$ cat config.mk
export PLATFORM = sky130hd
export DESIGN_NAME = ptce_ctrl
export DESIGN_NICKNAME = d
export VERILOG_FILES = /design/src/sv/ptce_pkg.sv /design/src/sv/ptce_ctrl.sv
export SDC_FILE = /design/constraint.sdc
export NUM_CORES = 1
export LEC_CHECK = 0
export ABC_AREA = 1
export BUFFER_PORTS_ARGS = -buffer_cell sky130_fd_sc_hd__buf_2
export CELL_PAD_IN_SITES_DETAIL_PLACEMENT = 1
export CELL_PAD_IN_SITES_GLOBAL_PLACEMENT = 1
export CORE_UTILIZATION = 36
export CTS_BUF_LIST = sky130_fd_sc_hd__clkbuf_16
export DETAILED_ROUTE_END_ITERATION = 8
export GPL_TIMING_DRIVEN = 0
export PLACE_DENSITY = 0.83
export RECOVER_POWER = 50
export REMOVE_ABC_BUFFERS = 1
export SYNTH_ARGS = -nofsm -noshare
export SYNTH_HDL_FRONTEND = slang
export SYNTH_SLANG_ARGS = --single-unit
$ cat constraint.sdc
create_clock -name clock -period 2.25 [get_ports clock]
set_input_delay 0.225 -clock clock [delete_from_list [all_inputs] [get_ports clock]]
set_output_delay 0.225 -clock clock [all_outputs]
set_load 0.01 [all_outputs]
$ cat src/sv/ptce_pkg.sv
`default_nettype none
package ptce_pkg;

   localparam int NODE_COUNT_DEF   = 1024;
   localparam int ALPHABET_DEF     = 26;
   localparam int MAX_WORD_LEN_DEF = 32;

   localparam int LETTER_W = 5;
   localparam int COUNT_W  = 10;
   localparam int STATUS_W = 2;

   localparam logic [COUNT_W-1:0] COUNT_MAX = {COUNT_W{1'b1}};

   localparam logic OP_INSERT = 1'b0;
   localparam logic OP_COUNT  = 1'b1;

   localparam logic [STATUS_W-1:0] STATUS_OK        = 2'd0;
   localparam logic [STATUS_W-1:0] STATUS_POOL_FULL = 2'd1;
   localparam logic [STATUS_W-1:0] STATUS_TOO_LONG  = 2'd2;

   typedef struct packed {
      logic                op;
      logic [LETTER_W-1:0] letter;
      logic                last;
   } req_type;

   typedef struct packed {
      logic [COUNT_W-1:0]  word_count;
      logic                newly_added;
      logic [STATUS_W-1:0] status;
   } rsp_type;

   typedef enum logic [7:0] {
      S_CLEAR  = 8'b0000_0001,
      S_IDLE   = 8'b0000_0010,
      S_LOOK   = 8'b0000_0100,
      S_FIN    = 8'b0000_1000,
      S_WALK_A = 8'b0001_0000,
      S_WALK_B = 8'b0010_0000,
      S_WALK_C = 8'b0100_0000,
      S_RESP   = 8'b1000_0000
   } state_type;

   typedef struct packed {
      logic clear;
      logic accept;
      logic look;
      logic fin;
      logic walk_a;
      logic walk_b;
      logic walk_c;
      logic respond;
   } cmd_type;

   typedef struct packed {
      logic clear_done;
      logic last;
      logic need_walk;
      logic walk_done;
      logic rsp_free;
   } sts_type;

endpackage
`default_nettype wire

$ cat src/sv/ptce_ctrl.sv
`default_nettype none
module ptce_ctrl (
   input  logic              clock,
   input  logic              reset,
   input  logic              req_valid,
   input  ptce_pkg::sts_type sts,
   output logic              req_ready,
   output ptce_pkg::cmd_type cmd
);

   ptce_pkg::state_type state_ff, state_in;

   always_comb begin
      state_in = state_ff;
      case (state_ff)
         ptce_pkg::S_CLEAR:  if (sts.clear_done) state_in = ptce_pkg::S_IDLE;
         ptce_pkg::S_IDLE:   if (req_valid) state_in = ptce_pkg::S_LOOK;
         ptce_pkg::S_LOOK:   state_in = sts.last ? ptce_pkg::S_FIN : ptce_pkg::S_IDLE;
         ptce_pkg::S_FIN:    state_in = sts.need_walk ? ptce_pkg::S_WALK_A : ptce_pkg::S_RESP;
         ptce_pkg::S_WALK_A: state_in = ptce_pkg::S_WALK_B;
         ptce_pkg::S_WALK_B: state_in = ptce_pkg::S_WALK_C;
         ptce_pkg::S_WALK_C: state_in = sts.walk_done ? ptce_pkg::S_RESP : ptce_pkg::S_WALK_A;
         ptce_pkg::S_RESP:   if (sts.rsp_free) state_in = ptce_pkg::S_IDLE;
         default:            state_in = ptce_pkg::S_CLEAR;
      endcase
   end

   always_ff @(posedge clock) begin
      if (reset) begin
         state_ff <= ptce_pkg::S_CLEAR;
      end else begin
         state_ff <= state_in;
      end
   end

   assign req_ready   = (state_ff == ptce_pkg::S_IDLE);
   assign cmd.clear   = (state_ff == ptce_pkg::S_CLEAR);
   assign cmd.accept  = (state_ff == ptce_pkg::S_IDLE) && req_valid;
   assign cmd.look    = (state_ff == ptce_pkg::S_LOOK);
   assign cmd.fin     = (state_ff == ptce_pkg::S_FIN);
   assign cmd.walk_a  = (state_ff == ptce_pkg::S_WALK_A);
   assign cmd.walk_b  = (state_ff == ptce_pkg::S_WALK_B);
   assign cmd.walk_c  = (state_ff == ptce_pkg::S_WALK_C);
   assign cmd.respond = (state_ff == ptce_pkg::S_RESP) && sts.rsp_free;

endmodule
`default_nettype wire

==> results by group, run 1 <==
Timing
  – Final Critical Period: between 1500 and 2000 ps
  – Max-slew headroom: 0.719
  – Setup ws final: between 500 and 600 ps
  – Number of setup violations in the final report: 0
  – Count of pins over their slew limit: 0
  – Fin crit share: 0.765
  – Slew @ Worst Pin: ~420 ps
  – Hold WS: 242 ps
  – Unrepaired setup endpoints after global routing: false
  – Setup Skew: 5.12 ps
  – Max Freq: ~580 MHz
  – Setup TNS: 0 ps
  – Hold Vio Cnt, Final: 0

Placed design
  – Hpwl dp: around 1200 um
  – Pre-CTS WS: approximately 1000 ps
  – I/O Buffers: 16
  – Routability cong.: 0.769

Synth
  – Ys Warns: 0
  – Sequential area share after synthesis: 0.274
  – Flops & latches, synth: 8
  – Unique masters post-synth: 14
  – Mapped Cells: 90
  – Synth Area per Inst: 6.51 sq um
  – Synthesized area: 586 sq um

Clocking
  – Clock tree buffer depth: 2
  – Clk root buf: clkbuf_16
  – TritonCTS clock tree: yes
  – Clock sink total: 8
  – Worst skew pair latency: 240 ps
  – Post-CTS resize count: 0
  – Hold_buf cts: 0
  – # H-tree levels: 1
  – Clk pin slew, worst setup/hold paths: 40 ps
  – Setup repair bufs after CTS: 0
  – Num CTS Buffers: 3

Finish
  – Largest Register: state_ff
  – Most frequent cells in the layout: 20 x nand2_1, 16 x buf_2, 14 x inv_1, 14 x nor2_1
  – Max FFs per register: 8
  – Post-layout util: 0.483
  – Area grow syn2layout: 24.1%
  – Biggest regs: state_ff (8)
  – Most common cell after layout, fill and taps aside: nand2_1
  – Nets: 119
  – # diodes: 0
  – Share of layout cells above drive strength 1: 0.349

Power and ir drop
  – LEAKAGE: around 0.45 nW
  – Pwr per Cell Area: 799 mW/mm^2
  – Internal: 0.000425 W
  – Combinational share of power: 0.206
  – Sw power: about 0.00016 W
  – Reg power frac: 0.272
  – IR Drop Worst-Case VDD: between 0.3 and 0.4 mV
  – Clock Power Share: 0.522
  – Switching part of the total: 0.269

Floorplan
  – Die H: roughly 42 um
  – IO Pins: 17
  – Die X: ~42 um
  – Core region area: ~0.0015 sq mm
  – Die area: approximately 0.0018 sq mm
  – Core Rows: 14
  – Initial core utilization: 0.389

Job
  – Max-cap viol count: 0

Global routing
  – Global-route wire length before repair: ~2600 um
  – Initial antenna violation count: 0
  – Vias in the first global route: 620
  – Pin count of the biggest net entering global routing: 8
  – Overflow after GRT: 0
  – GRT Resource Usage Total: 0.200

Detailed routing
  – Detail Route Antenna Nets: 0
  – DRC Markers: 0
  – Via count: ~600
  – Post-DR wirelength/cell: 12.4 um
  – Starting DRC count in detailed routing: 7
  – Final WL: 1550 um
  – First-pass DRT Iterations: 4
  – Routed vias/inst: roughly 4.7

Critical path
  – Critical path capture point type: output port
  – WP data arrival: approximately 1500 ps
  – CP Max Fanout: 5
  – Worst path cell trace: inv_1 -> nand2_1 -> nor2_1 -> nand3_1 -> inv_1 -> buf_2
  – Bufs and invs on worst path: 3
  – Crit path largest cell delay: ~350 ps
  – CP most frequent cell: inv_1
  – WP data required: approximately 2000 ps
  – CP startpoint kind: register
  – CP max-delay cell: nor2_1
  – Worst Path Class, Setup: register to output port
  – Top delay family on crit path: simple AND/OR/NAND/NOR gates

Outcome
  – Status: completed

Min path
  – Hold WC Path Type: input port to register
-- worst paths after layout --
| path | from | end | slack (ps) | depth (start not counted) |
|---|---|---|---|---|
| worst max-delay path | state_ff[3] | cmd[2] | 530 | 6 |
| worst min-delay path | sts[3] | state_ff[3] | 240 | 3 |
| worst max register to register | state_ff[3] | state_ff[1] | 750 | 7 |
| worst min register to register | state_ff[5] | state_ff[5] | 620 | 3 |
-- per-layer routing --
| layer | wire, um | up-vias | GRT usage |
|---|---|---|---|
| met2 | 767 | 18 | 0.314 |
| met5 | 0 | - | 0 |
| met4 | 25 | 0 | 0.113 |
| met3 | 79 | 2 | 0.0560 |
| li1 | - | 307 | - |
| met1 | 673 | 260 | 0.245 |
-- worst reg2reg max path, cell delays in order (launching register included) --
cell     delay [ps]
dfxtp_1         310
inv_1            70
nand2_1         110
nor2_1          350
nand3_1         240
nand3_1         220
nor2_1           60
nor2_1           80
-- cell families (layout without fill, tap and decap cells) --
kind of cell	Yosys count	after routing	share of synthesized area
flops	8	8	0.273
compound gates	2	2	0.0214
simple gates	57	57	0.558
buf+inv	23	42	0.147
-- cell usage after synthesis --
master   count  area share
nand3_2      3       0.051
nor2_2       3       0.032
nor3_1       4       0.034
nand2_2      1       0.011
dfxtp_1      8        0.27
a21oi_1      1      0.0085
nand2_4      5       0.096
nor2_8       2       0.068
nand2_1     19        0.12
inv_1       14       0.090
o21a_1       1       0.013
nor2_1      13       0.083
inv_2        9       0.058
nand3_1      7       0.060
-- stage by stage --
step                      power, W  instance area [sq um]  cells
final                     0.000581                    727    125
after CTS                 0.000607                    761    125
after global routing      0.000609                    727    125
after global placement    0.000291                    686    122
after floorplan           0.000261                    586     90
after detailed placement  0.000293                    686    122
-- power groups by stage --
stage | clock, W | combinational (W) | sequential (W)
CTS | 0.000311 | 0.000137 | 0.000158
global route | 0.000315 | 0.000135 | 0.000159
floorplan | 0 | 0.000102 | 0.000159
detailed placement | 0 | 0.000133 | 0.000160
global placement | 0 | 0.000130 | 0.000160
finish | 0.000303 | 0.000120 | 0.000158
-- cell type report --
type | count | area (sq um)
Clock buffer | 3 | 75.1
Timing Repair Buffer | 16 | 80.1
Tap cell | 16 | 20.0
Inverter | 23 | 86.3
Multi-Input combinational cell | 59 | 305
Fill cell | 206 | 779
Sequential cell | 8 | 160
Power figures use the tool's default switching activity.
==> run 2, diff against run 1 <==
--- a/config.mk
+++ b/config.mk
@@ -9,11 +9,11 @@
 export BUFFER_PORTS_ARGS = -buffer_cell sky130_fd_sc_hd__buf_2
 export CELL_PAD_IN_SITES_DETAIL_PLACEMENT = 1
 export CELL_PAD_IN_SITES_GLOBAL_PLACEMENT = 1
-export CORE_UTILIZATION = 36
+export CORE_UTILIZATION = 33
 export CTS_BUF_LIST = sky130_fd_sc_hd__clkbuf_16
 export DETAILED_ROUTE_END_ITERATION = 8
 export GPL_TIMING_DRIVEN = 0
-export PLACE_DENSITY = 0.83
+export PLACE_DENSITY = 0.77
 export RECOVER_POWER = 50
 export REMOVE_ABC_BUFFERS = 1
 export SYNTH_ARGS = -nofsm -noshare
==> constraint.sdc (replaced) <==
create_clock -name clock -period 1.8 [get_ports clock]
set_input_delay 0.18 -clock clock [delete_from_list [all_inputs] [get_ports clock]]
set_output_delay 0.18 -clock clock [all_outputs]
set_load 0.01 [all_outputs]
==> run 2 against run 1 <==
Against the previous run:
- design area increased by 1.9%
- critical path type unchanged
- clock skew decreased by 3.0 ps
- sequential cell count unchanged
==> results by group, run 2 (same netlist as run 1, synthesis figures left out) <==
Global routing
  – Pin count of the biggest net entering global routing: 8 (unchanged)
  – Initial antenna violation count: 0 (unchanged)
  – Overflow after GRT: 0 (unchanged)
  – Global-route wire length before repair: 2650 um (was 2640 um)
  – GRT Resource Usage Total: 0.191 (was 0.200)
  – Vias in the first global route: 596 (was 620)

Timing
  – Unrepaired setup endpoints after global routing: false (unchanged)
  – Number of setup violations in the final report: 0 (unchanged)
  – Setup TNS: 0 ps (unchanged)
  – Final Critical Period: roughly 1500 ps
  – Hold Vio Cnt, Final: 0 (unchanged)
  – Max-slew headroom: 0.837 (was 0.719)
  – Count of pins over their slew limit: 0 (unchanged)
  – Slew @ Worst Pin: 245 ps (was 420 ps)
  – Setup Skew: 2.08 ps (was 5.12 ps)
  – Max Freq: ~660 MHz
  – Fin crit share: 0.840

Critical path
  – Critical path capture point type: output port (unchanged)
  – WP data required: 1620 ps (was 2030 ps)
  – Crit Reg-Reg Startpoint: state_ff[2] (was state_ff[3])
  – Reg-to-reg endpoint: state_ff[1] (unchanged)
  – CP startpoint kind: register (unchanged)
  – Worst Path Class, Setup: register to output port (unchanged)
  – Crit path from: state_ff[3] (unchanged)
  – Crit path largest cell delay: 300 ps (was 350 ps)
  – Top delay family on crit path: simple AND/OR/NAND/NOR gates (unchanged)
  – Worst setup path endpoint: cmd[6] (was cmd[2])
  – Worst path cell trace: inv_1 -> nand2_1 -> nor2_1 -> nand2_1 -> nor2_1 -> buf_2 (was inv_1 -> nand2_1 -> nor2_1 -> nand3_1 -> inv_1 -> buf_2)
  – WP data arrival: 1330 ps (was 1500 ps)
  – Reg2Reg Depth: 7 (unchanged)
  – CP max-delay cell: dfxtp_1 (was nor2_1)
  – Worst path depth: 6 (unchanged)
  – Reg2reg setup slack: 500 ps (was 750 ps)
  – Bufs and invs on worst path: 2 (was 3)
  – CP Max Fanout: 4 (was 5)

Clocking
  – Setup repair bufs after CTS: 0 (unchanged)
  – Clock tree buffer depth: 2 (unchanged)
  – Clock sink total: 8 (unchanged)
  – Post-CTS resize count: 0 (unchanged)
  – TritonCTS clock tree: yes (unchanged)
  – Hold_buf cts: 0 (unchanged)
  – # H-tree levels: 1 (unchanged)
  – Worst skew pair latency: 230 ps (was 240 ps)
  – Clk root buf: clkbuf_16 (unchanged)
  – Clk pin slew, worst setup/hold paths: 40 ps (about the same)
  – Num CTS Buffers: 3 (unchanged)

Power and ir drop
  – Pwr per Cell Area: 1000 mW/mm^2 (was 799 mW/mm^2)
  – LEAKAGE: 0.449 nW (was 0.447 nW)
  – IR Drop Worst-Case VDD: 0.530 mV (was 0.329 mV)

Floorplan
  – Die H: 44.1 um (was 42.3 um)
  – IO Pins: 17 (unchanged)
  – Initial core utilization: 0.371 (was 0.389)
  – Core region area: 0.00158 sq mm (was 0.00151 sq mm)
  – Die area: 0.00195 sq mm (was 0.00179 sq mm)
  – Core Rows: 14 (unchanged)
  – Die X: 44.1 um (was 42.3 um)

Placed design
  – Hpwl dp: 1190 um (was 1160 um)
  – Routability cong.: 0.783 (was 0.769)
  – Post-DP Area: 686 sq um (unchanged)
  – I/O Buffers: 16 (unchanged)

Finish
  – Most common cell after layout, fill and taps aside: nand2_1 (unchanged)
  – Max FFs per register: 8 (unchanged)
  – Share of layout cells above drive strength 1: 0.349 (unchanged)
  – Final instance area: 741 sq um (was 727 sq um)
  – # diodes: 0 (unchanged)
  – Largest Register: state_ff (unchanged)
  – Biggest regs: state_ff (8) (unchanged)
  – Area grow syn2layout: 26.5% (was 24.1%)
  – Nets: 119 (unchanged)
  – Most frequent cells in the layout: 20 x nand2_1, 16 x buf_2, 14 x inv_1, 14 x nor2_1 (unchanged)

Job
  – Max-cap viol count: 0 (unchanged)

Detailed routing
  – DRC Markers: 0 (unchanged)
  – Routed vias/inst: 4.84 (was 4.70)
  – Final WL: 1560 um (was 1550 um)
  – Detail Route Antenna Nets: 0 (unchanged)
  – First-pass DRT Iterations: 6 (was 4)
  – Post-DR wirelength/cell: 12.5 um (was 12.4 um)
  – Starting DRC count in detailed routing: 9 (was 7)
  – Via count: 605 (was 587)

Min path
  – Hold WC Path Type: input port to register (unchanged)

Outcome
  – Status: completed (unchanged)
## run 2: tightest hold or removal path: stages
cell and delay [ps]:
buf_2 90, inv_1 70, nor3_1 50
## run 2: area by class of cell
type                            count  area (sq um)
Timing Repair Buffer               16          80.1
Sequential cell                     8           160
Tap cell                           16          20.0
Inverter                           23          86.3
Multi-Input combinational cell     59           319
Fill cell                         224           836
Clock buffer                        3          75.1
## run 2: worst min-delay path by stage
stage	startpoint	end	slack, ps	depth (start not counted)
2_1_floorplan	reset	state_ff[3]	260	1
3_3_place_gp	sts[3]	state_ff[3]	440	3
3_5_place_dp	sts[3]	state_ff[3]	450	3
4_1_cts	sts[3]	state_ff[3]	220	3
5_1_grt	reset	state_ff[6]	240	2
6_report	sts[3]	state_ff[3]	210	3
## run 2: per-layer routing
layer / track usage / vias to the layer above / part of all wire
li1: - / 304 / -
met1: 0.219 / 285 / 0.44
met2: 0.338 / 14 / 0.51
met3: 0.0490 / 2 / 0.032
met4: 0.0727 / 0 / 0.0096
met5: 0 / - / 0
## run 2: per-stage QoR
step	utilization	setup slack [ps]	hold slack (ps)	power (W)	instances
2_1_floorplan	-	762	257	0.000327	90
3_3_place_gp	0.435	630	439	0.000365	122
3_5_place_dp	0.435	617	447	0.000372	122
4_1_cts	0.483	350	218	0.000752	125
5_1_grt	0.470	173	241	0.000775	125
6_report	0.470	288	215	0.000741	125
## run 2: power breakdown
group / total, W / internal [W] / leakage, nW / switching, W
logic: 0.000165 / 0.0000596 / 0.347 / 0.000105
registers: 0.000199 / 0.000190 / 0.0650 / 0.00000843
clock network: 0.000378 / 0.000287 / 0.0370 / 0.0000909
total: 0.000741 / 0.000537 / 0.449 / 0.000204
==> run 3, diff against run 2 <==
--- a/config.mk
+++ b/config.mk
@@ -5,15 +5,15 @@
 export SDC_FILE = /design/constraint.sdc
 export NUM_CORES = 1
 export LEC_CHECK = 0
-export ABC_AREA = 1
+export ABC_AREA = 0
 export BUFFER_PORTS_ARGS = -buffer_cell sky130_fd_sc_hd__buf_2
 export CELL_PAD_IN_SITES_DETAIL_PLACEMENT = 1
 export CELL_PAD_IN_SITES_GLOBAL_PLACEMENT = 1
-export CORE_UTILIZATION = 33
+export CORE_UTILIZATION = 34
 export CTS_BUF_LIST = sky130_fd_sc_hd__clkbuf_16
 export DETAILED_ROUTE_END_ITERATION = 8
 export GPL_TIMING_DRIVEN = 0
-export PLACE_DENSITY = 0.77
+export PLACE_DENSITY = 0.75
 export RECOVER_POWER = 50
 export REMOVE_ABC_BUFFERS = 1
 export SYNTH_ARGS = -nofsm -noshare
==> constraint.sdc (replaced) <==
create_clock -name clock -period 1.47 [get_ports clock]
set_input_delay 0.147 -clock clock [delete_from_list [all_inputs] [get_ports clock]]
set_output_delay 0.147 -clock clock [all_outputs]
set_load 0.01 [all_outputs]
==> run 3 against run 2 <==
Against the previous run:
- worst hold slack lost 72 ps
- non-clock buffer count grew 12
- sequential share of layout area shrank 2.2 points
- largest power group is now combinational cells
- highest routed layer unchanged
- design area grew 21%
- the run now ends with setup timing left
==> results by group, run 3 <==
Critical path
  – CP startpoint kind: register (unchanged)
  – CP max-delay cell: or4_4 (was dfxtp_1)
  – Crit path largest cell delay: 520 ps (was 300 ps)
  – CP Max Fanout: 3 (was 4)
  – Reg2Reg Depth: 5 (was 7)
  – Worst Path Class, Setup: register to output port (unchanged)
  – Reg2reg setup slack: -280 ps (was 500 ps)
  – WP data arrival: 1650 ps (was 1330 ps)
  – WP data required: 1320 ps (was 1620 ps)
  – Critical path capture point type: output port (unchanged)
  – Worst path cell trace: or4_4 -> or3_4 -> inv_2 -> buf_6 (was inv_1 -> nand2_1 -> nor2_1 -> nand2_1 -> nor2_1 -> buf_2)

Synth
  – Synthesized area: 528 sq um (was 586 sq um)
  – Ys Warns: 0 (unchanged)
  – Synth Area per Inst: 9.10 sq um (was 6.51 sq um)
  – Leading area contributor after synthesis: dfxtp_1 (unchanged)
  – Mapped Cells: 58 (was 90)
  – Synth top area cells: dfxtp_1 30%, nand2b_1 5.9%, and2_1 4.7%, nor3_1 4.7%, or4_4 4.3% (was dfxtp_1 27%, nand2_1 12%, nand2_4 9.6%, inv_1 9.0%, nor2_1 8.3%)
  – Flops & latches, synth: 8 (unchanged)
  – Sequential area share after synthesis: 0.303 (was 0.274)
  – Top cell type's share of synthesized area: 0.303 (was 0.274)
  – Most used DFF post-synth: dfxtp_1 (unchanged)
  – Most frequent cell after synthesis: dfxtp_1 (was nand2_1)
  – Post-synth EDFFs: 0 (unchanged)
  – Synth cell count leaders: 8 x dfxtp_1, 5 x nand2b_1, 5 x nor3_1 (was 19 x nand2_1, 14 x inv_1, 13 x nor2_1)
  – Unique masters post-synth: 30 (was 14)
  – Post-synth ARST share: 0 (unchanged)

Global routing
  – Global-route wire length before repair: 3220 um (was 2650 um)
  – GR Layer Usage met2: 0.378 (was 0.338)
  – GRT met3 Usage: 0.0826 (was 0.0490)
  – Met1 Track Usage GR: 0.322 (was 0.219)
  – Pin count of the biggest net entering global routing: 8 (unchanged)
  – Overflow after GRT: 0 (unchanged)
  – Initial antenna violation count: 0 (unchanged)
  – Vias in the first global route: 618 (was 596)
  – GRT Resource Usage Total: 0.254 (was 0.191)
  – Layer with the highest usage: met2 (unchanged)

Timing
  – Max Freq: 555 MHz
  – Slew @ Worst Pin: 495 ps (was 245 ps)
  – Unrepaired setup endpoints after global routing: true (was false)
  – Fin crit share: 1.22
  – Hold Vio Cnt, Final: 0 (unchanged)
  – Setup ws final: -330 ps (was 288 ps)
  – Hold WS: 143 ps (was 215 ps)
  – Max-slew headroom: 0.667 (was 0.837)
  – Count of pins over their slew limit: 0 (unchanged)
  – Number of setup violations in the final report: 17 (was 0)
  – Final Critical Period: ~1800 ps
  – Setup Skew: 2.99 ps (was 2.08 ps)

Finish
  – Area grow syn2layout: 70.4% (was 26.5%)
  – Nets: 99 (was 119)
  – Max FFs per register: 8 (unchanged)
  – # fillers: 157 (was 224)
  – # diodes: 0 (unchanged)
  – Most common cell after layout, fill and taps aside: buf_2 (was nand2_1)
  – Share of layout cells above drive strength 1: 0.652 (was 0.349)
  – Most frequent cells in the layout: 15 x buf_2, 9 x buf_4, 5 x nand2b_1 (was 20 x nand2_1, 16 x buf_2, 14 x inv_1, 14 x nor2_1)
  – Post-layout util: 0.658 (was 0.470)
  – Largest Register: state_ff (unchanged)
  – Biggest regs: state_ff (8) (unchanged)

Power and ir drop
  – Switching part of the total: 0.345 (was 0.276)
  – Tot Pwr: 0.00132 W (was 0.000741 W)
  – Internal: 0.000867 W (was 0.000537 W)
  – Sw power: 0.000456 W (was 0.000204 W)
  – Reg power frac: 0.234 (was 0.268)
  – Clock Power Share: 0.360 (was 0.510)
  – LEAKAGE: 0.407 nW (was 0.449 nW)
  – IR Drop Worst-Case VDD: 1.39 mV (was 0.530 mV)
  – Combinational share of power: 0.406 (was 0.222)
  – Pwr per Cell Area: 1470 mW/mm^2 (was 1000 mW/mm^2)

Detailed routing
  – Detail Route Antenna Nets: 0 (unchanged)
  – Routed vias/inst: 5.71 (was 4.84)
  – Starting DRC count in detailed routing: 11 (was 9)
  – Via count: 594 (was 605)
  – Post-DR wirelength/cell: 19.2 um (was 12.5 um)
  – Final WL: 2000 um (was 1560 um)
  – First-pass DRT Iterations: 3 (was 6)
  – DRC Markers: 0 (unchanged)

Placed design
  – I/O Buffers: 16 (unchanged)
  – Routability cong.: 0.745 (was 0.783)
  – Hpwl dp: 1030 um (was 1190 um)

Clocking
  – Clk pin slew, worst setup/hold paths: 40 ps (about the same)
  – Clock tree buffer depth: 2 (unchanged)
  – Clock sink total: 8 (unchanged)
  – Num CTS Buffers: 3 (unchanged)
  – Worst skew pair latency: 240 ps (was 230 ps)
  – TritonCTS clock tree: yes (unchanged)
  – Clk root buf: clkbuf_16 (unchanged)
  – # H-tree levels: 1 (unchanged)

Floorplan
  – Initial core utilization: 0.386 (was 0.371)
  – Core Rows: 13 (was 14)
  – Die area: 0.00171 sq mm (was 0.00195 sq mm)
  – Core region area: 0.00137 sq mm (was 0.00158 sq mm)
  – IO Pins: 17 (unchanged)
  – Die H: 41.4 um (was 44.1 um)
  – Die X: 41.4 um (was 44.1 um)

Min path
  – Hold WC Path Type: input port to register (unchanged)
  – Hold path depth: 2 (was 3)

Outcome
  – Status: finished with violations (was completed)
  – Failing checks: setup timing

Job
  – Max-cap viol count: 0 (unchanged)
-- run 3: cell types whose count changed after synthesis, moves of 4 or more --
cell	delta
nand2_1	-18
inv_1	-12
nor2_1	-12
inv_2	-9
nand3_1	-7
nand2_4	-5
nand2b_1	+5
and2_1	+4
-- run 3: worst max-delay path: cells and delay by family, from the launching register on --
family	cells	cell delay (ps)
simple gates	2	910
flops	1	340
buf+inv	2	170
-- run 3: cell type report --
type	instances	area [sq um]	share of cell area
Multi-Input combinational cell	48	435	0.484
Tap cell	15	18.8	0.0209
Clock buffer	3	75.1	0.0834
Sequential cell	8	175	0.195
Inverter	2	7.51	0.00834
Timing Repair Buffer	28	188	0.209
-- run 3: stage by stage --
| stage | instances | cell area [sq um] | TNS [ps] | worst slack, ps |
|---|---|---|---|---|
| 4_1_cts | 102 | 851 | -3400 | -333 |
| 6_report | 104 | 900 | -3760 | -330 |
| 2_1_floorplan | 58 | 528 | -278 | -82.3 |
| 3_5_place_dp | 89 | 627 | -1340 | -186 |
| 5_1_grt | 104 | 900 | -4620 | -368 |
| 3_3_place_gp | 89 | 627 | -1300 | -184 |
-- run 3: path summary, 6_finish.rpt --
path               start           to
min                reset  state_ff[4]
max          state_ff[7]       cmd[5]
min reg2reg  state_ff[0]  state_ff[7]
max reg2reg  state_ff[4]  state_ff[6]
-- run 3: cells by family (layout without fill, tap and decap cells) --
kind of cell,Yosys count,after routing,synth area share
buffers and inverters,2,33,0.0142
AND/OR/NAND/NOR,39,39,0.552
AO/OA/AOI/OAI,9,9,0.130
flip-flops,8,8,0.303
-- run 3: metal layers --
| layer | wire, um | share of wire | vias to the layer above |
|---|---|---|---|
| met5 | 0 | 0 | - |
| met3 | 68 | 0.034 | 8 |
| met4 | 81 | 0.040 | 0 |
| met1 | 922 | 0.46 | 287 |
| met2 | 929 | 0.46 | 14 |
| li1 | - | - | 285 |
-- run 3: power groups by stage --
stage,combinational [W],sequential (W),clock [W]
floorplan,0.000274,0.000289,0
global placement,0.000354,0.000304,0
detailed placement,0.000363,0.000303,0
CTS,0.000489,0.000296,0.000478
global route,0.000585,0.000311,0.000489
finish,0.000538,0.000309,0.000476
-- run 3: repair_timing --
action                                  CTS  global route
endpoints found under the setup margin   17            17
pin swaps                                12             4
setup buffers                            10             2
gates resized for setup                  19            10
hold buffers                              0             0
